<file path="config.mk">
export PLATFORM = sky130hd
export DESIGN_NAME = length_table_checksum_deframer
export DESIGN_NICKNAME = d
export VERILOG_FILES = /design/src/ltcd_pkg.sv /design/src/length_table_checksum_deframer.sv /design/src/ltcd_front.sv /design/src/ltcd_queue.sv /design/src/ltcd_back.sv
export VERILOG_INCLUDE_DIRS = /design/src /design/src/src
export SDC_FILE = /design/constraint.sdc
export NUM_CORES = 1
export LEC_CHECK = 0
export CELL_PAD_IN_SITES_DETAIL_PLACEMENT = 1
export CELL_PAD_IN_SITES_GLOBAL_PLACEMENT = 2
export CORE_ASPECT_RATIO = 1.75
export CORE_MARGIN = 4
export CORE_UTILIZATION = 40
export DETAILED_ROUTE_END_ITERATION = 7
export DONT_BUFFER_PORTS = 1
export PLACE_DENSITY_LB_ADDON = 0.25
export SYNTH_ARGS = -nofsm -noshare
export SYNTH_HDL_FRONTEND = slang
export SYNTH_SLANG_ARGS = --single-unit
</file>
<file path="constraint.sdc">
create_clock -name clk -period 4.95 [get_ports clk]
set_clock_uncertainty 0.15 [all_clocks]
set_input_delay 0.99 -clock clk [delete_from_list [all_inputs] [get_ports clk]]
set_output_delay 0.99 -clock clk [all_outputs]
set_load 0.01 [all_outputs]
</file>
<file path="src/length_table_checksum_deframer_macros.svh">
// Assertion shorthands used by the deframer RTL.
// Each macro expects clk and rst_n in scope.
`ifndef LENGTH_TABLE_CHECKSUM_DEFRAMER_MACROS_SVH
`define LENGTH_TABLE_CHECKSUM_DEFRAMER_MACROS_SVH

// Condition holds at every edge outside reset.
`define LTCD_ASSERT_ALWAYS(lbl, cond, msg) \
  lbl: assert property (@(posedge clk) disable iff (!rst_n) (cond)) else $error(msg);

// Same-cycle implication.
`define LTCD_ASSERT_IMPL(lbl, ante, cons, msg) \
  lbl: assert property (@(posedge clk) disable iff (!rst_n) (ante) |-> (cons)) else $error(msg);

// Next-cycle implication.
`define LTCD_ASSERT_NEXT(lbl, ante, cons, msg) \
  lbl: assert property (@(posedge clk) disable iff (!rst_n) (ante) |=> (cons)) else $error(msg);

`endif

</file>
<file path="src/ltcd_pkg.sv">
package ltcd_pkg;

  localparam int BUFFER_DEPTH      = 32;
  localparam int MAX_DATA          = 16;
  localparam int MAX_FUNCTION_CODE = 7;
  localparam int FRAME_OVERHEAD    = 4;
  localparam int DATA_OFFSET       = 3;

  localparam int BYTE_W     = 8;
  localparam int CODE_W     = 3;
  localparam int CFG_DATA_W = 64;
  localparam int CFG_INDEX_W = 8;

  localparam int ADDR_W = $clog2(BUFFER_DEPTH);
  localparam int FILL_W = $clog2(BUFFER_DEPTH + 1);
  localparam int IDX_W  = $clog2(MAX_DATA + FRAME_OVERHEAD + 1);
  localparam int OFS_W  = (FILL_W > IDX_W) ? FILL_W : IDX_W;
  localparam int CMP_W  = ((FILL_W > BYTE_W) ? FILL_W : BYTE_W) + 1;

  localparam int QUEUE_DEPTH = 4;
  localparam int Q_PTR_W     = $clog2(QUEUE_DEPTH);
  localparam int Q_CNT_W     = $clog2(QUEUE_DEPTH + 1);

  localparam logic [CFG_INDEX_W-1:0] CFG_HEADER = CFG_INDEX_W'(0);
  localparam logic [CFG_INDEX_W-1:0] CFG_TABLE  = CFG_INDEX_W'(1);

  typedef struct packed {
    logic [CODE_W-1:0] function_code;
    logic [BYTE_W-1:0] data_byte;
    logic              data_present;
    logic              last;
  } res_t;

endpackage

</file>
<file path="src/length_table_checksum_deframer.sv">
// Channel  Ports (valid/ready)               Payload
// cfg      cfg_valid / cfg_ready             cfg_index (0 header, 1 length table), cfg_data
// in       in_valid / in_ready               in_rx_byte
// out      out_valid / out_ready             out_function_code, out_data_byte,
//                                            out_data_present, out_last
//
// One byte is taken per scan; the scanner reads the ring through a registered port: it
// reads the header, checks it, drops a byte on each mismatch, checks code and length,
// sums the data and compares the checksum, then emits one result per data byte (a single one for an empty frame).
// Up to four results wait in a queue ahead of the output register, so the scanner stalls
// only when that queue is full; the input waits until the scan ends.
// Reset (rst_n low, synchronous) empties the buffer and clears both config registers.
module length_table_checksum_deframer (
  input  logic                             clk,
  input  logic                             rst_n,
  input  logic                             cfg_valid,
  output logic                             cfg_ready,
  input  logic [ltcd_pkg::CFG_INDEX_W-1:0] cfg_index,
  input  logic [ltcd_pkg::CFG_DATA_W-1:0]  cfg_data,
  input  logic                             in_valid,
  output logic                             in_ready,
  input  logic [ltcd_pkg::BYTE_W-1:0]      in_rx_byte,
  output logic                             out_valid,
  input  logic                             out_ready,
  output logic [ltcd_pkg::CODE_W-1:0]      out_function_code,
  output logic [ltcd_pkg::BYTE_W-1:0]      out_data_byte,
  output logic                             out_data_present,
  output logic                             out_last
);
  import ltcd_pkg::*;

  logic q_push, q_full, q_pop, q_empty;
  res_t q_data, q_head;

  assign cfg_ready = 1'b1;

  ltcd_front u_front (
    .clk        (clk),
    .rst_n      (rst_n),
    .cfg_valid  (cfg_valid),
    .cfg_index  (cfg_index),
    .cfg_data   (cfg_data),
    .in_valid   (in_valid),
    .in_ready   (in_ready),
    .in_rx_byte (in_rx_byte),
    .q_push     (q_push),
    .q_data     (q_data),
    .q_full     (q_full)
  );

  ltcd_queue u_queue (
    .clk       (clk),
    .rst_n     (rst_n),
    .push      (q_push),
    .push_data (q_data),
    .full      (q_full),
    .pop       (q_pop),
    .empty     (q_empty),
    .head      (q_head)
  );

  ltcd_back u_back (
    .clk               (clk),
    .rst_n             (rst_n),
    .q_empty           (q_empty),
    .q_head            (q_head),
    .q_pop             (q_pop),
    .out_valid         (out_valid),
    .out_ready         (out_ready),
    .out_function_code (out_function_code),
    .out_data_byte     (out_data_byte),
    .out_data_present  (out_data_present),
    .out_last          (out_last)
  );

endmodule

</file>
<file path="src/ltcd_front.sv">
`include "length_table_checksum_deframer_macros.svh"

module ltcd_front (
  input  logic                             clk,
  input  logic                             rst_n,
  input  logic                             cfg_valid,
  input  logic [ltcd_pkg::CFG_INDEX_W-1:0] cfg_index,
  input  logic [ltcd_pkg::CFG_DATA_W-1:0]  cfg_data,
  input  logic                             in_valid,
  output logic                             in_ready,
  input  logic [ltcd_pkg::BYTE_W-1:0]      in_rx_byte,
  output logic                             q_push,
  output ltcd_pkg::res_t                   q_data,
  input  logic                             q_full
);
  import ltcd_pkg::*;

  localparam logic [2:0] S_IDLE  = 3'd0;
  localparam logic [2:0] S_H_RD  = 3'd1;
  localparam logic [2:0] S_H_CHK = 3'd2;
  localparam logic [2:0] S_CODE  = 3'd3;
  localparam logic [2:0] S_LEN   = 3'd4;
  localparam logic [2:0] S_SUM   = 3'd5;
  localparam logic [2:0] S_EMIT  = 3'd6;

  localparam logic [FILL_W-1:0] FILL_FULL = FILL_W'(BUFFER_DEPTH);
  localparam logic [FILL_W-1:0] FILL_ONE  = FILL_W'(1);
  localparam logic [OFS_W-1:0]  OFS_ONE   = OFS_W'(1);
  localparam logic [OFS_W-1:0]  OFS_TWO   = OFS_W'(2);
  localparam logic [OFS_W-1:0]  OFS_DATA  = OFS_W'(DATA_OFFSET);
  localparam logic [OFS_W-1:0]  OFS_OVH   = OFS_W'(FRAME_OVERHEAD);
  localparam logic [OFS_W:0]    DEPTH_EXT = (OFS_W + 1)'(BUFFER_DEPTH);
  localparam logic [BYTE_W-1:0] MAX_CODE_B = BYTE_W'(MAX_FUNCTION_CODE);
  localparam logic [BYTE_W-1:0] MAX_DATA_B = BYTE_W'(MAX_DATA);
  localparam logic [CMP_W-1:0]  OVH_CMP    = CMP_W'(FRAME_OVERHEAD);

  function automatic logic [ADDR_W-1:0] ring_add(input logic [ADDR_W-1:0] base,
                                                 input logic [OFS_W-1:0] ofs);
    logic [OFS_W:0] s;
    s = {{(OFS_W + 1 - ADDR_W){1'b0}}, base} + {1'b0, ofs};
    if (s >= DEPTH_EXT) s = s - DEPTH_EXT;
    return s[ADDR_W-1:0];
  endfunction

  logic [BYTE_W-1:0]     mem [BUFFER_DEPTH];
  logic [BYTE_W-1:0]     rdata_r;
  logic [ADDR_W-1:0]     raddr;
  logic                  we;
  logic [ADDR_W-1:0]     waddr;

  logic [2:0]            state_r, state_nxt;
  logic [ADDR_W-1:0]     rp_r, rp_nxt;
  logic [FILL_W-1:0]     fill_r, fill_nxt;
  logic [CODE_W-1:0]     code_r, code_nxt;
  logic [BYTE_W-1:0]     len_r, len_nxt;
  logic [BYTE_W-1:0]     sum_r, sum_nxt;
  logic [OFS_W-1:0]      idx_r, idx_nxt;
  logic [BYTE_W-1:0]     header_r;
  logic [CFG_DATA_W-1:0] table_r;

  logic [BYTE_W-1:0]     expect_len;
  logic [OFS_W-1:0]      len_ofs;
  logic [OFS_W-1:0]      frame_ofs;
  logic                  short_frame;
  logic                  last_data;

  assign in_ready    = (state_r == S_IDLE);
  assign expect_len  = table_r[BYTE_W * code_r +: BYTE_W];
  assign len_ofs     = OFS_W'(len_r);
  assign frame_ofs   = len_ofs + OFS_OVH;
  assign short_frame = CMP_W'(fill_r) < (CMP_W'(rdata_r) + OVH_CMP);
  assign last_data   = (idx_r == len_ofs + OFS_TWO);

  always_comb begin
    state_nxt = state_r;
    rp_nxt    = rp_r;
    fill_nxt  = fill_r;
    code_nxt  = code_r;
    len_nxt   = len_r;
    sum_nxt   = sum_r;
    idx_nxt   = idx_r;
    raddr     = rp_r;
    we        = 1'b0;
    waddr     = ring_add(rp_r, OFS_W'(fill_r));
    q_push    = 1'b0;
    q_data    = '0;
    case (state_r)
      S_IDLE: begin
        if (in_valid) begin
          we = 1'b1;
          if (fill_r == FILL_FULL) begin
            // overwrite the oldest byte
            waddr  = rp_r;
            rp_nxt = ring_add(rp_r, OFS_ONE);
          end else begin
            fill_nxt = fill_r + FILL_ONE;
          end
          state_nxt = S_H_RD;
        end
      end
      S_H_RD: begin
        raddr     = rp_r;
        state_nxt = (fill_r == '0) ? S_IDLE : S_H_CHK;
      end
      S_H_CHK: begin
        if (rdata_r != header_r) begin
          rp_nxt    = ring_add(rp_r, OFS_ONE);
          fill_nxt  = fill_r - FILL_ONE;
          raddr     = ring_add(rp_r, OFS_ONE);
          state_nxt = (fill_r == FILL_ONE) ? S_IDLE : S_H_CHK;
        end else if (CMP_W'(fill_r) < OVH_CMP) begin
          state_nxt = S_IDLE;
        end else begin
          raddr     = ring_add(rp_r, OFS_ONE);
          state_nxt = S_CODE;
        end
      end
      S_CODE: begin
        if (rdata_r > MAX_CODE_B) begin
          rp_nxt    = ring_add(rp_r, OFS_ONE);
          fill_nxt  = fill_r - FILL_ONE;
          raddr     = ring_add(rp_r, OFS_ONE);
          state_nxt = S_H_CHK;
        end else begin
          code_nxt  = rdata_r[CODE_W-1:0];
          sum_nxt   = header_r + rdata_r;
          raddr     = ring_add(rp_r, OFS_TWO);
          state_nxt = S_LEN;
        end
      end
      S_LEN: begin
        if (expect_len > MAX_DATA_B || rdata_r != expect_len) begin
          rp_nxt    = ring_add(rp_r, OFS_ONE);
          fill_nxt  = fill_r - FILL_ONE;
          raddr     = ring_add(rp_r, OFS_ONE);
          state_nxt = S_H_CHK;
        end else if (short_frame) begin
          // wait for the rest of the frame
          state_nxt = S_IDLE;
        end else begin
          len_nxt   = rdata_r;
          sum_nxt   = sum_r + rdata_r;
          idx_nxt   = OFS_DATA;
          raddr     = ring_add(rp_r, OFS_DATA);
          state_nxt = S_SUM;
        end
      end
      S_SUM: begin
        if (idx_r == len_ofs + OFS_DATA) begin
          if (sum_r != rdata_r) begin
            rp_nxt    = ring_add(rp_r, OFS_ONE);
            fill_nxt  = fill_r - FILL_ONE;
            raddr     = ring_add(rp_r, OFS_ONE);
            state_nxt = S_H_CHK;
          end else begin
            idx_nxt   = OFS_DATA;
            raddr     = ring_add(rp_r, OFS_DATA);
            state_nxt = S_EMIT;
          end
        end else begin
          sum_nxt = sum_r + rdata_r;
          idx_nxt = idx_r + OFS_ONE;
          raddr   = ring_add(rp_r, idx_r + OFS_ONE);
        end
      end
      S_EMIT: begin
        raddr = ring_add(rp_r, idx_r);
        if (!q_full) begin
          q_push               = 1'b1;
          q_data.function_code = code_r;
          if (len_r == '0) begin
            q_data.last = 1'b1;
          end else begin
            q_data.data_byte    = rdata_r;
            q_data.data_present = 1'b1;
            q_data.last         = last_data;
          end
          if (len_r == '0 || last_data) begin
            // consume the whole frame
            rp_nxt    = ring_add(rp_r, frame_ofs);
            fill_nxt  = fill_r - FILL_W'(frame_ofs);
            state_nxt = S_IDLE;
          end else begin
            idx_nxt = idx_r + OFS_ONE;
            raddr   = ring_add(rp_r, idx_r + OFS_ONE);
          end
        end
      end
      default: begin
        state_nxt = S_IDLE;
      end
    endcase
  end

  always_ff @(posedge clk) begin
    if (we) begin
      mem[waddr] <= in_rx_byte;
    end
    rdata_r <= mem[raddr];
  end

  always_ff @(posedge clk) begin
    if (!rst_n) begin
      state_r  <= S_IDLE;
      rp_r     <= '0;
      fill_r   <= '0;
      header_r <= '0;
      table_r  <= '0;
    end else begin
      state_r <= state_nxt;
      rp_r    <= rp_nxt;
      fill_r  <= fill_nxt;
      if (cfg_valid && cfg_index == CFG_HEADER) begin
        header_r <= cfg_data[BYTE_W-1:0];
      end
      if (cfg_valid && cfg_index == CFG_TABLE) begin
        table_r <= cfg_data;
      end
    end
  end

  always_ff @(posedge clk) begin
    code_r <= code_nxt;
    len_r  <= len_nxt;
    sum_r  <= sum_nxt;
    idx_r  <= idx_nxt;
  end

  `LTCD_ASSERT_ALWAYS(a_fill_bound, fill_r <= FILL_FULL, "fill count above buffer depth")
  `LTCD_ASSERT_IMPL(a_push_room, q_push, !q_full, "result pushed into a full queue")
  `LTCD_ASSERT_NEXT(a_accept_scan, in_valid && in_ready, state_r == S_H_RD, "scan did not start")
  `LTCD_ASSERT_NEXT(a_fill_grow, in_valid && in_ready && fill_r != FILL_FULL, fill_r == $past(fill_r) + FILL_ONE, "fill count did not advance")
  `LTCD_ASSERT_IMPL(a_emit_fits, state_r == S_EMIT, CMP_W'(fill_r) >= CMP_W'(len_r) + OVH_CMP, "emitting a frame not fully buffered")

endmodule

</file>
<file path="src/ltcd_queue.sv">
module ltcd_queue (
  input  logic           clk,
  input  logic           rst_n,
  input  logic           push,
  input  ltcd_pkg::res_t push_data,
  output logic           full,
  input  logic           pop,
  output logic           empty,
  output ltcd_pkg::res_t head
);
  import ltcd_pkg::*;

  localparam logic [Q_CNT_W-1:0] CNT_FULL = Q_CNT_W'(QUEUE_DEPTH);
  localparam logic [Q_CNT_W-1:0] CNT_ONE  = Q_CNT_W'(1);
  localparam logic [Q_PTR_W-1:0] PTR_LAST = Q_PTR_W'(QUEUE_DEPTH - 1);
  localparam logic [Q_PTR_W-1:0] PTR_ONE  = Q_PTR_W'(1);

  res_t               slots [QUEUE_DEPTH];
  logic [Q_PTR_W-1:0] wr_ptr_r, rd_ptr_r;
  logic [Q_CNT_W-1:0] count_r, count_nxt;

  assign full  = (count_r == CNT_FULL);
  assign empty = (count_r == '0);
  assign head  = slots[rd_ptr_r];

  always_comb begin
    count_nxt = count_r;
    if (push && !pop) count_nxt = count_r + CNT_ONE;
    if (pop && !push) count_nxt = count_r - CNT_ONE;
  end

  always_ff @(posedge clk) begin
    if (push) begin
      slots[wr_ptr_r] <= push_data;
    end
  end

  always_ff @(posedge clk) begin
    if (!rst_n) begin
      wr_ptr_r <= '0;
      rd_ptr_r <= '0;
      count_r  <= '0;
    end else begin
      count_r <= count_nxt;
      if (push) begin
        wr_ptr_r <= (wr_ptr_r == PTR_LAST) ? '0 : wr_ptr_r + PTR_ONE;
      end
      if (pop) begin
        rd_ptr_r <= (rd_ptr_r == PTR_LAST) ? '0 : rd_ptr_r + PTR_ONE;
      end
    end
  end

endmodule

</file>
<file path="src/ltcd_back.sv">
module ltcd_back (
  input  logic                        clk,
  input  logic                        rst_n,
  input  logic                        q_empty,
  input  ltcd_pkg::res_t              q_head,
  output logic                        q_pop,
  output logic                        out_valid,
  input  logic                        out_ready,
  output logic [ltcd_pkg::CODE_W-1:0] out_function_code,
  output logic [ltcd_pkg::BYTE_W-1:0] out_data_byte,
  output logic                        out_data_present,
  output logic                        out_last
);
  import ltcd_pkg::*;

  logic out_valid_r;
  res_t out_r;

  // refill the output register whenever it is empty or being taken
  assign q_pop = !q_empty && (!out_valid_r || out_ready);

  assign out_valid         = out_valid_r;
  assign out_function_code = out_r.function_code;
  assign out_data_byte     = out_r.data_byte;
  assign out_data_present  = out_r.data_present;
  assign out_last          = out_r.last;

  always_ff @(posedge clk) begin
    if (!rst_n) begin
      out_valid_r <= 1'b0;
    end else if (q_pop) begin
      out_valid_r <= 1'b1;
    end else if (out_ready) begin
      out_valid_r <= 1'b0;
    end
  end

  always_ff @(posedge clk) begin
    if (q_pop) begin
      out_r <= q_head;
    end
  end

endmodule
</file>
==> results by group, run 1 <==
Place
  • Cell Area, Placed: 21800 um^2
  • Detailed placement HPWL: ~45 mm
  • Final weighted congestion in routability-driven placement: a little over 0.9
  • Number of input and output port buffers inserted: 0

Critical path
  • Worst Path Required: around 5300 ps
  • Setup crit end kind: flip-flop
  • Worst setup SP type: flip-flop
  • Critical path class: reg2reg
  • Critical path peak fanout: 41
  • Arrival time at the worst endpoint: ~5000 ps

Min path
  • Hold/Removal Path Class: reg2reg

Clock network
  • Post-CTS setup buffers: 0
  • H-tree levels: 2
  • Worst skew pair latency: a little under 600 ps
  • CTS Buffer Depth: 3
  • Number of buffers inserted during clock tree synthesis: between 40 and 50
  • Clock tree from TritonCTS: built
  • TritonCTS sink count: 448
  • Cell chosen for the clock root: sky130_fd_sc_hd__clkbuf_16
  • Clock-pin transition on the worst setup and hold timing paths: 70 ps

Synthesis
  • Library cells used by synthesis: 99
  • Synth Flop Type: sky130_fd_sc_hd__edfxtp_1
  • Share of flip-flops with an asynchronous set or reset after synthesis: 0
  • Mean instance size in the synthesized netlist: 13.2 um^2
  • Synth warn: 0
  • Summed instance area of the synthesized netlist: roughly 21000 um^2
  • Proportion of synthesized chip area in sequential cells: 0.594
  • Post-Synthesis Net Count: approximately 1700
  • Number of flip-flops and latches in the synthesized netlist: between 400 and 500
  • Number of flops mapped to enable cells by yosys: around 350
  • Cells after Synth: 1591

Run status
  • Result of the run: finished clean

Cells and area
  • Commonest non-fill, non-tap cell in the layout: sky130_fd_sc_hd__edfxtp_1
  • Antenna cells: 0
  • Final design utilization: 0.451
  • Most frequent cells in the layout: sky130_fd_sc_hd__edfxtp_1 (346), sky130_fd_sc_hd__nand2_1 (195), sky130_fd_sc_hd__a21oi_1 (115)
  • Area added between synthesis and finish: 11.3%
  • Share of layout cells above drive strength 1: 0.143
  • Storage cell area: 12400 um^2
  • Area used by multi-input combinational logic: roughly 7900 um^2
  • Total Nets Final: approximately 1800
  • Post-layout instance area: between 20000 and 25000 um^2
  • Filler cell count: 5283

Detailed routing
  • Total routed wirelength: 60.2 mm
  • Drc violations: 0
  • Via count: between 10000 and 15000
  • Post-DR wirelength/cell: approximately 26 um
  • Initial DRC count: 686
  • Router iterations before antenna repair: 5
  • Post-detailed-route via-to-cell ratio: 5.66
  • Number of nets with antenna violations after detailed routing: 0

Timing
  • Fin crit share: 0.946
  • Setup repair after global routing missed its margin: no
  • Highest achievable clock rate: between 200 and 250 MHz
  • Normalized max-slew margin: 0.275
  • Number of pins exceeding their max-slew limit in the final report: 0
  • Number of hold-slack violations in the final timing report: 0
  • Smallest hold slack: 304 ps
  • Slew at the pin closest to its max-slew limit: 1080 ps
  • Total negative slack for setup checks: 0 ps
  • Final setup viols: 0
  • Min Tclk post-route: 4680 ps

GRT
  • Total global routing track utilization: 0.210
  • Remaining global-route overflow: 0
  • Number of antenna violations at the first check in global routing: 0
  • Wire length of the first global-routing pass: 90.4 mm
  • Largest net degree at the start of global routing: 65
  • Via count of the first global-routing pass: ~14000

Die
  • Initial Util: 0.406
  • Core ar.: 51600 um^2
  • Overall die area: between 50000 and 60000 um^2
  • Height of the die: 311 um
  • Number of rows created at floorplan: 110
  • Die outline width: 181 um
  • Number of ports placed on the die boundary: around 100

Run
  • Number of max-cap violations: 0

Power and ir drop
  • Leakage component of the power: 0.00806 uW
  • Power density normalized to cell area: 406 nW/um^2
  • Max IR drop VDD: 0.000299 V
  • Pwr Total: 9450 uW
cells by family (layout without fill, tap and decap cells):
logic type,Yosys count,count (layout),share of synthesized area
compound gates,304,304,0.0964
xor+xnor,73,73,0.0316
fa+ha+maj,61,61,0.0390
buf+inv,119,176,0.0305
flops,448,448,0.594
mux,124,124,0.103
other cells,1,1,0.000179
simple gates,461,461,0.106
metrics by stage:
step                setup WS (ps)  std cells
detailed placement            282       2242
finish                        267       2320
global route                 21.4       2320
global placement              336       2242
floorplan                     891       1591
CTS                           251       2320
power breakdown:
group | leakage (uW) | switching (uW) | internal (uW)
registers | 0.00401 | 198 | 4170
logic | 0.00332 | 954 | 667
clock network | 0.000724 | 1490 | 1970
total | 0.00806 | 2640 | 6810
area by class of cell:
cell class | instances | area share
clock buffer | 51 | 0.0484
multi-input combinational | 1024 | 0.339
tap | 672 | 0.0361
timing repair buffer | 63 | 0.0219
clock inverter | 27 | 0.0154
sequential | 448 | 0.534
inverter | 35 | 0.00564
critical path, stage by stage (launching register included):
cell                        delay (ps)
sky130_fd_sc_hd__edfxtp_1          450
sky130_fd_sc_hd__inv_1             240
sky130_fd_sc_hd__ha_1              200
sky130_fd_sc_hd__nand4bb_1         110
sky130_fd_sc_hd__nor3_1            520
sky130_fd_sc_hd__nor2_1            190
sky130_fd_sc_hd__a21boi_0          240
sky130_fd_sc_hd__a221oi_1          350
sky130_fd_sc_hd__a32oi_1           180
sky130_fd_sc_hd__and4bb_4          400
sky130_fd_sc_hd__buf_12            230
sky130_fd_sc_hd__buf_4             250
sky130_fd_sc_hd__mux2i_1           200
sky130_fd_sc_hd__nand2_1            70
sky130_fd_sc_hd__o211ai_1          120
sky130_fd_sc_hd__nand3_1           300
sky130_fd_sc_hd__and4b_1           310
state kept, by name (all words and copies together), names as in the netlist, 5 cells and up:
name	count
u_front.mem	256
u_front.header_r	8
u_front.idx_r	6
u_front.rp_r	5
u_front.table_r	64
u_queue.slots	52
u_front.len_r	8
u_front.rdata_r	8
u_front.fill_r	6
u_back.out_data_byte	8
u_front.sum_r	8
repair_timing:
item                                    in CTS  in global routing
hold buffers                                 0                  0
endpoints found under the setup margin       0                  3
gates resized for setup                      0                  3
per-layer routing:
layer	vias to the layer above	global-route usage	share of wire
li1	6050	-	-
met1	6658	0.218	0.35
met2	308	0.423	0.58
met3	112	0.0223	0.032
met4	0	0.0815	0.043
met5	-	0	0
worst paths after layout:
path,from,endpoint,slack [ps],depth (start not counted)
max,u_front.len_r[1]$_DFFE_PP_,u_front.rdata_r[0]$_DFF_P_,270,16
min reg2reg,u_front.table_r[55]$_SDFFE_PN0P_,u_front.table_r[55]$_SDFFE_PN0P_,300,2
max reg2reg,u_front.len_r[1]$_DFFE_PP_,u_front.rdata_r[0]$_DFF_P_,270,16
min,u_front.table_r[55]$_SDFFE_PN0P_,u_front.table_r[55]$_SDFFE_PN0P_,300,2
cells in the mapped netlist, drive strengths merged, types with 11 or more instances:
cell / n / area [um^2]
mux2: 11 / 124
inv: 34 / 128
edfxtp: 346 / 10400
nand2b: 12 / 75.1
or2: 12 / 75.1
nor2b: 18 / 113
xnor2: 42 / 375
xor2: 30 / 263
o22ai: 14 / 87.6
nand3: 32 / 165
a21o: 16 / 120
nor2: 91 / 342
ha: 54 / 676
a211oi: 13 / 97.6
a22oi: 11 / 82.6
nor3: 20 / 100
nand2: 196 / 736
o211ai: 21 / 158
buf: 40 / 322
mux4: 65 / 1530
and3: 15 / 95.1
o21ai: 32 / 164
clkbuf: 42 / 166
mux2i: 48 / 497
and2: 16 / 101
a21oi: 117 / 589
dfxtp: 102 / 2040
Power figures use the tool's default switching activity.
==> inputs of run 2 (changes only) <==
--- a/config.mk
+++ b/config.mk
@@ -16,4 +16,5 @@
 export PLACE_DENSITY_LB_ADDON = 0.25
 export SYNTH_ARGS = -nofsm -noshare
 export SYNTH_HDL_FRONTEND = slang
+export SYNTH_HIERARCHICAL = 1
 export SYNTH_SLANG_ARGS = --single-unit
==> run 2 against run 1 <==
  * Global-route usage rose by 0.063 points
  * Wire length up 1.6%
  * Sequential power increased by 3%
  * Hold slack better by 12 ps
  * Maximum frequency fell by 1.8%
  * Utilization about the same
  * Setup slack worse by 86 ps
  * Final area up 3.3%
  * Register-to-register slack lost 90 ps
  * Non-clock buffer count is 22 higher
  * Clock power up 3%
  * Sequential share of layout area down 1.5 points
  * Largest cell class unchanged
==> results by group, run 2 <==
Run status
  • Result of the run: finished clean

Critical path
  • Cell-by-cell trace of the critical path: xnor2_1 > a211oi_1 > o32a_1 > a21oi_1 > mux2i_1 > or4_4 > o21ai_2 > o2bb2ai_4 > mux4_2 > and2_1 > a211oi_1 > buf_4 > nor4_2
  • Setup crit end kind: flip-flop
  • Dominant cell type by count on the critical path: sky130_fd_sc_hd__a211oi_1
  • Worst R2R Path Depth: 13 (-3)
  • Critical path peak fanout: 12 (-71%)
  • Setup slack, reg-to-reg: 180 ps (-90 ps)
  • Standard cell with the maximum stage delay on the critical path: sky130_fd_sc_hd__edfxtp_1
  • Worst Path Required: 5260 ps (about the same)
  • Critical path class: reg2reg
  • Count of buffering cells on the critical path with inverters included: 1 (-2)
  • CP Depth: 13 (-3)
  • Largest stage delay on the critical path: 580 ps (+60 ps)
  • Worst setup startpoint: u_front/len_r[4]$_DFFE_PP_
  • Arrival time at the worst endpoint: 5080 ps (+70 ps)
  • Worst setup SP type: flip-flop
  • Capture instance of the worst register-to-register path: u_front/rdata_r[7]$_DFF_P_
  • R2R Path Start: u_front/len_r[4]$_DFFE_PP_
  • Cell family contributing the most delay on the critical path: compound AO/OA/AOI/OAI gates

GRT
  • Via count of the first global-routing pass: 15000 (+6.4%)
  • Number of antenna violations at the first check in global routing: 1 (+1)
  • Total global routing track utilization: 0.211 (+0.000631)
  • Wire length of the first global-routing pass: 92.5 mm (+2.3%)
  • Remaining global-route overflow: 0 (unchanged)
  • Largest net degree at the start of global routing: 95 (+46%)

Cells and area
  • Post-layout instance area: 24100 um^2 (+3.3%)
  • Antenna cells: 0 (unchanged)
  • Top register by number of flip-flops: u_front/mem
  • Commonest non-fill, non-tap cell in the layout: sky130_fd_sc_hd__edfxtp_1
  • Largest registers: u_front/mem: 256 flops, u_front/table_r: 64 flops, u_queue/slots: 52 flops
  • Area added between synthesis and finish: 12.2%
  • Total Nets Final: 1888 (+7.2%)
  • Share of layout cells above drive strength 1: 0.132 (-0.0110)
  • Number of flip-flops in the largest register: 256 (unchanged)
  • Most frequent cells in the layout: sky130_fd_sc_hd__edfxtp_1 (346), sky130_fd_sc_hd__nand2_1 (212), sky130_fd_sc_hd__mux2i_1 (126)

Power and ir drop
  • Power density normalized to cell area: 403 nW/um^2 (-0.58%)
  • Leakage component of the power: 0.00842 uW (+4.6%)
  • Max IR drop VDD: 0.000291 V (-2.5%)

Synthesis
  • Number of flip-flops and latches in the synthesized netlist: 450 (+0.45%)
  • Synth warn: 6 (+6)
  • Number of flops mapped to enable cells by yosys: 346 (unchanged)
  • Mean instance size in the synthesized netlist: 12.6 um^2 (-4.5%)
  • Top cells by count, synth: sky130_fd_sc_hd__edfxtp_1 (346), sky130_fd_sc_hd__nand2_1 (213), sky130_fd_sc_hd__mux2i_1 (126), sky130_fd_sc_hd__dfxtp_1 (104), sky130_fd_sc_hd__a21boi_0 (73)
  • Top cell type's share of synthesized area: 0.485 (-0.0119)
  • Share of flip-flops with an asynchronous set or reset after synthesis: 0 (unchanged)
  • Area leader, netlist: sky130_fd_sc_hd__edfxtp_1
  • Synth Flop Type: sky130_fd_sc_hd__edfxtp_1
  • Most frequently used cell type in the post-synthesis netlist: sky130_fd_sc_hd__edfxtp_1
  • Cells after Synth: 1706 (+7.2%)
  • Post-Synthesis Net Count: 1852 (+6.6%)
  • Proportion of synthesized chip area in sequential cells: 0.582 (-0.0123)
  • Summed instance area of the synthesized netlist: 21400 um^2 (+2.5%)
  • Library cells used by synthesis: 87 (-12%)
  • Top cells by area, synth: sky130_fd_sc_hd__edfxtp_1 (48%), sky130_fd_sc_hd__dfxtp_1 (9.7%), sky130_fd_sc_hd__mux2i_1 (5.9%)

Place
  • Detailed placement HPWL: 45.5 mm (+2.2%)
  • Number of input and output port buffers inserted: 0 (unchanged)
  • Cell Area, Placed: 22500 um^2 (+3.1%)
  • Final weighted congestion in routability-driven placement: 0.924 (-0.12%)

Die
  • Overall die area: 57500 um^2 (+2.4%)
  • Core ar.: 53300 um^2 (+3.2%)
  • Height of the die: 314 um (+1.2%)
  • Initial Util: 0.403 (-0.00285)
  • Number of rows created at floorplan: 112 (+1.8%)
  • Die outline width: 183 um (+1.2%)
  • Number of ports placed on the die boundary: 101 (unchanged)

Detailed routing
  • Post-detailed-route via-to-cell ratio: 5.56 (-1.7%)
  • Total routed wirelength: 61.2 mm (+1.6%)
  • Initial DRC count: 663 (-3.4%)
  • Post-DR wirelength/cell: 24.9 um (-4.3%)
  • Number of nets with antenna violations after detailed routing: 0 (unchanged)
  • Via count: 13700 (+4.3%)
  • Router iterations before antenna repair: 5 (unchanged)
  • Drc violations: 0 (unchanged)

Timing
  • Number of pins exceeding their max-slew limit in the final report: 0 (unchanged)
  • Total negative slack for setup checks: 0 ps (unchanged)
  • Slew at the pin closest to its max-slew limit: 1120 ps (+39.1 ps)
  • Fin crit share: 0.963 (+0.0173)
  • Final setup viols: 0 (unchanged)
  • Highest achievable clock rate: 210 MHz (-1.8%)
  • Normalized max-slew margin: 0.251 (-0.0234)
  • Min Tclk post-route: 4770 ps (+85.8 ps)
  • Number of hold-slack violations in the final timing report: 0 (unchanged)
  • Setup repair after global routing missed its margin: no

Run
  • Number of max-cap violations: 0 (unchanged)

Clock network
  • Cell chosen for the clock root: sky130_fd_sc_hd__clkbuf_16
  • Number of buffers inserted during clock tree synthesis: 44 (+2.3%)
  • Clock-pin transition on the worst setup and hold timing paths: 60 ps (about the same)
  • Worst skew pair latency: 580 ps (about the same)
  • Clock tree from TritonCTS: built
  • H-tree levels: 2 (unchanged)
  • TritonCTS sink count: 450 (+0.45%)
  • CTS Buffer Depth: 3 (unchanged)

Min path
  • Min-Delay Startpoint: u_front/table_r[3]$_SDFFE_PN0P_
  • Hold Path Cell Cnt: 2 (unchanged)
  • Worst Hold Endpoint: u_front/table_r[3]$_SDFFE_PN0P_
  • Hold/Removal Path Class: reg2reg
==> run 2: layer usage <==
metal / track usage / share of wire / up-vias
met4: 0.114 / 0.064 / 0
li1: - / - / 6391
met1: 0.216 / 0.35 / 6883
met2: 0.409 / 0.56 / 279
met3: 0.0255 / 0.029 / 138
met5: 0 / 0 / -
==> run 2: logic make-up (layout without fill, tap and decap cells) <==
| group | Yosys count | count (layout) | synth area share |
|---|---|---|---|
| xor+xnor | 70 | 70 | 0.0293 |
| fa+ha+maj | 61 | 61 | 0.0380 |
| mux | 180 | 180 | 0.105 |
| buf+inv | 128 | 200 | 0.0303 |
| flops | 450 | 450 | 0.582 |
| other cells | 1 | 1 | 0.000175 |
| compound gates | 331 | 331 | 0.106 |
| simple gates | 485 | 485 | 0.110 |
==> run 2: power breakdown <==
part,internal [uW],total [uW],leakage (uW),switching [uW]
Sequential,4270,4510,0.00402,240
Combinational,681,1640,0.00366,961
Clock,2050,3550,0.000742,1500
==> run 2: worst max-delay path by stage <==
stage | end | slack (ps)
global placement | u_front/rdata_r[3]$_DFF_P_ | 50
CTS | u_front/rdata_r[4]$_DFF_P_ | 9
global route | u_front/rdata_r[7]$_DFF_P_ | 2
floorplan | u_front/rdata_r[5]$_DFF_P_ | 710
finish | u_front/rdata_r[7]$_DFF_P_ | 180
detailed placement | u_front/rdata_r[3]$_DFF_P_ | -30
==> run 2: timing repair <==
item	4_1_cts	5_1_grt
hold buffers	0	0
resized for setup	1	2
buffers inserted	0	5
setup endpoints to repair	1	7
==> run 2: worst register-to-register path, cell delays in order, from the launching register on <==
cell and delay [ps]:
sky130_fd_sc_hd__edfxtp_1 580, sky130_fd_sc_hd__xnor2_1 440, sky130_fd_sc_hd__a211oi_1 160, sky130_fd_sc_hd__o32a_1 260, sky130_fd_sc_hd__a21oi_1 440, sky130_fd_sc_hd__mux2i_1 150
sky130_fd_sc_hd__or4_4 540, sky130_fd_sc_hd__o21ai_2 200, sky130_fd_sc_hd__o2bb2ai_4 290, sky130_fd_sc_hd__mux4_2 590, sky130_fd_sc_hd__and2_1 210, sky130_fd_sc_hd__a211oi_1 420
sky130_fd_sc_hd__buf_4 190, sky130_fd_sc_hd__nor4_2 30
==> run 2: final cells by class <==
class                      count  area (um^2)
tap                          684          856
sequential                   450        12500
clock buffer                  54         1190
timing repair buffer          85          713
fill                        5507        29200
clock inverter                28          339
inverter                      33          124
multi-input combinational   1128         8360
==> run 2: stage by stage <==
step,cells,power (uW),setup WS (ps),utilization,hold slack (ps)
6_report,2462,9700,181,0.452,316
2_1_floorplan,1706,5630,709,-,256
3_5_place_dp,2375,6250,-30.4,0.422,307
3_3_place_gp,2375,6200,49.4,0.422,300
5_1_grt,2462,10100,1.95,0.452,333
4_1_cts,2457,9820,9.42,0.451,317
==> inputs of run 3 (changes only) <==
--- a/config.mk
+++ b/config.mk
@@ -6,14 +6,16 @@
 export SDC_FILE = /design/constraint.sdc
 export NUM_CORES = 1
 export LEC_CHECK = 0
+export BUFFER_PORTS_ARGS = -buffer_cell sky130_fd_sc_hd__buf_2
 export CELL_PAD_IN_SITES_DETAIL_PLACEMENT = 1
 export CELL_PAD_IN_SITES_GLOBAL_PLACEMENT = 2
 export CORE_ASPECT_RATIO = 1.75
 export CORE_MARGIN = 4
 export CORE_UTILIZATION = 40
 export DETAILED_ROUTE_END_ITERATION = 7
-export DONT_BUFFER_PORTS = 1
+export GPL_TIMING_DRIVEN = 0
 export PLACE_DENSITY_LB_ADDON = 0.25
+export REMOVE_ABC_BUFFERS = 1
 export SYNTH_ARGS = -nofsm -noshare
 export SYNTH_HDL_FRONTEND = slang
 export SYNTH_HIERARCHICAL = 1
==> run 3 against run 2 <==
  * Combinational power rose by 6%
  * Largest power group unchanged
  * Die area did not move
  * Largest cell class unchanged
  * Count of clock-buffer cells in the layout down 2
  * Hold slack got worse by 3.1 ps
  * First-iteration DRC count fell by 4.5%
  * Clock power is 8.7% lower
==> results by group, run 3 (synthesis gave the netlist of run 2 again) <==
Run status
  • Result of the run: finished clean

Timing
  • Min Tclk post-route: 4790 ps (+19.6 ps)
  • Number of pins exceeding their max-slew limit in the final report: 0 (unchanged)
  • Number of hold-slack violations in the final timing report: 0 (unchanged)
  • Highest achievable clock rate: 209 MHz (-0.41%)
  • Final setup viols: 0 (unchanged)
  • Slew at the pin closest to its max-slew limit: 1030 ps (-89.6 ps)
  • Fin crit share: 0.967 (+0.00397)
  • Normalized max-slew margin: 0.309 (+0.0583)
  • Final Worst Setup Slack: 161 ps (-19.6 ps)

Cells and area
  • Top register by number of flip-flops: u_front/mem
  • Most frequent cells in the layout: sky130_fd_sc_hd__edfxtp_1 (346), sky130_fd_sc_hd__nand2_1 (211), sky130_fd_sc_hd__mux2i_1 (126)
  • Storage cell area: 12500 um^2 (+0.13%)
  • Number of flip-flops in the largest register: 256 (unchanged)
  • Antenna cells: 0 (unchanged)
  • Commonest non-fill, non-tap cell in the layout: sky130_fd_sc_hd__edfxtp_1
  • Area used by multi-input combinational logic: 8570 um^2 (+2.4%)
  • Largest registers: u_front/mem: 256 flops, u_front/table_r: 64 flops, u_queue/slots: 52 flops
  • Filler cell count: 5515 (+0.15%)
  • Total Nets Final: 1946 (+3.1%)
  • Share of layout cells above drive strength 1: 0.176 (+0.0445)
  • Area added between synthesis and finish: 13.8%

Power and ir drop
  • Relative contribution of combinational cells to total power: 0.182 (+0.013)
  • Pwr Total: 9540 uW (-1.6%)
  • Int Pwr: 6810 uW (-2.8%)
  • Net Sw Power: 2740 uW (+1.3%)
  • Relative contribution of the clock network to total power: 0.340 (-0.026)
  • Max IR drop VDD: 0.000363 V (+25%)
  • Switching share of power: 0.287 (+0.00824)
  • Power density normalized to cell area: 391 nW/um^2 (-3.0%)
  • Leakage component of the power: 0.00862 uW (+2.3%)
  • Reg power frac: 0.478 (+0.013)

GRT
  • Largest net degree at the start of global routing: 95 (unchanged)
  • Wire length of the first global-routing pass: 89.6 mm (-3.1%)
  • Via count of the first global-routing pass: 15000 (-0.073%)
  • Number of antenna violations at the first check in global routing: 0 (-1)
  • Remaining global-route overflow: 0 (unchanged)
  • Total global routing track utilization: 0.202 (-0.00911)

Die
  • Height of the die: 314 um (unchanged)
  • Core ar.: 53300 um^2 (unchanged)
  • Overall die area: 57500 um^2 (unchanged)
  • Initial Util: 0.403 (unchanged)
  • Number of rows created at floorplan: 112 (unchanged)
  • Die outline width: 183 um (unchanged)
  • Number of ports placed on the die boundary: 101 (unchanged)

Place
  • Detailed placement HPWL: 41.3 mm (-9.2%)
  • Final weighted congestion in routability-driven placement: 0.898 (-2.9%)
  • Number of input and output port buffers inserted: 99 (+99)
  • Worst slack at placement: -1210 ps (-1180 ps)

Detailed routing
  • Post-detailed-route via-to-cell ratio: 5.48 (-1.4%)
  • Initial DRC count: 633 (-4.5%)
  • Via count: 13800 (+0.81%)
  • Total routed wirelength: 58.2 mm (-4.9%)
  • Router iterations before antenna repair: 5 (unchanged)
  • Number of nets with antenna violations after detailed routing: 0 (unchanged)
  • Post-DR wirelength/cell: 23.1 um (-7.0%)
  • Drc violations: 0 (unchanged)

Critical path
  • Setup crit end kind: flip-flop
  • Arrival time at the worst endpoint: 5070 ps (about the same)
  • Setup slack, reg-to-reg: 160 ps (-20 ps)
  • Worst Path Required: 5230 ps (-30 ps)
  • Critical path class: reg2reg
  • Largest stage delay on the critical path: 560 ps (-20 ps)
  • Standard cell with the maximum stage delay on the critical path: sky130_fd_sc_hd__or4_4
  • Worst setup SP type: flip-flop
  • Critical path peak fanout: 36 (+24)
  • Cell-by-cell trace of the critical path: ha_1 > xor3_1 > nor3_2 > o211ai_2 > or2_4 > a31o_1 > or4_4 > o21ai_2 > o2bb2ai_4 > buf_12 > or3b_1 > o22ai_1 > a221oi_1 > nand3_1

Clock network
  • Clock-pin transition on the worst setup and hold timing paths: 60 ps (about the same)
  • Clock tree from TritonCTS: built
  • H-tree levels: 2 (unchanged)
  • TritonCTS sink count: 450 (unchanged)
  • Cell chosen for the clock root: sky130_fd_sc_hd__clkbuf_16
  • Worst skew pair latency: 580 ps (about the same)
  • Number of buffers inserted during clock tree synthesis: 44 (unchanged)
  • CTS Buffer Depth: 3 (unchanged)
  • Hold-fix buffer count after cts: 0 (unchanged)

Run
  • Number of max-cap violations: 0 (unchanged)

Min path
  • Hold/Removal Path Class: reg2reg
[run 3: cell types whose count changed in the layout (fill, tap and decap cells not counted), moves of 3 or more]
cell,delta
sky130_fd_sc_hd__o22ai_2,+3
sky130_fd_sc_hd__bufinv_16,-3
sky130_fd_sc_hd__a211oi_2,+3
sky130_fd_sc_hd__buf_16,+4
sky130_fd_sc_hd__buf_4,-48
sky130_fd_sc_hd__clkinv_2,+6
sky130_fd_sc_hd__clkbuf_8,-3
sky130_fd_sc_hd__dfxtp_1,-9
sky130_fd_sc_hd__dfxtp_2,+7
sky130_fd_sc_hd__a211oi_1,-3
sky130_fd_sc_hd__buf_2,+99
sky130_fd_sc_hd__o22ai_1,-4
[run 3: per-layer routing]
layer  wire length [um]  up-vias  part of all wire  track usage
met5                  0        -                 0            0
met4               2450        0             0.042       0.0774
met3               1620      102             0.028       0.0217
met2              33700      239              0.58        0.407
met1              20400     6948              0.35        0.208
li1                   -     6513                 -            -
[run 3: final timing paths]
kind | startpoint | end | cells past startpoint
worst max-delay path | u_front/len_r[3]$_DFFE_PP_ | u_front/rdata_r[6]$_DFF_P_ | 14
worst min-delay path | u_front/table_r[36]$_SDFFE_PN0P_ | u_front/table_r[36]$_SDFFE_PN0P_ | 2
worst max register to register | u_front/len_r[3]$_DFFE_PP_ | u_front/rdata_r[6]$_DFF_P_ | 14
worst min register to register | u_front/table_r[36]$_SDFFE_PN0P_ | u_front/table_r[36]$_SDFFE_PN0P_ | 2
[run 3: timing repair]
item,4_1_cts,5_1_grt
gates resized for setup,24,24
setup buffers,22,9
cloned,2,0
pin swaps,3,1
endpoints found under the setup margin,8,8
[run 3: final cells by class]
cell class,count,share of cell area
Timing Repair Buffer,141,0.0401
Inverter,33,0.00523
Clock inverter,28,0.00990
Sequential cell,450,0.512
Clock buffer,52,0.0465
Tap cell,684,0.0351
Multi-Input combinational cell,1130,0.351
[run 3: power by group through the flow]
| stage | logic [uW] | clock network, uW | registers (uW) |
|---|---|---|---|
| 2_1_floorplan | 1060 | 0 | 4520 |
| 3_3_place_gp | 1620 | 0 | 4630 |
| 3_5_place_dp | 1670 | 0 | 4640 |
| 4_1_cts | 1730 | 3350 | 4560 |
| 5_1_grt | 1910 | 3510 | 4590 |
| 6_report | 1740 | 3240 | 4560 |
[run 3: per-stage QoR]
stage / cell area (um^2) / setup TNS [ps] / instances / hold slack, ps / util
floorplan: 20900 / -17200 / 1611 / 290 / -
global placement: 22300 / -42940 / 2394 / 304 / 0.418
detailed placement: 22500 / -7590 / 2405 / 309 / 0.423
CTS: 24200 / 0 / 2509 / 317 / 0.455
global route: 24400 / -5.07 / 2518 / 334 / 0.458
finish: 24400 / 0 / 2518 / 313 / 0.458
[run 3: worst max-delay path, delay by kind of cell, from the launching register on]
family	cells	cell delay (ps)
buffers and inverters	1	270
adders and majority gates	1	330
DFF	1	530
AOI/OAI and AO/OA	6	1460
xor gates and xnor gates	1	270
and+or+nand+nor	5	1610
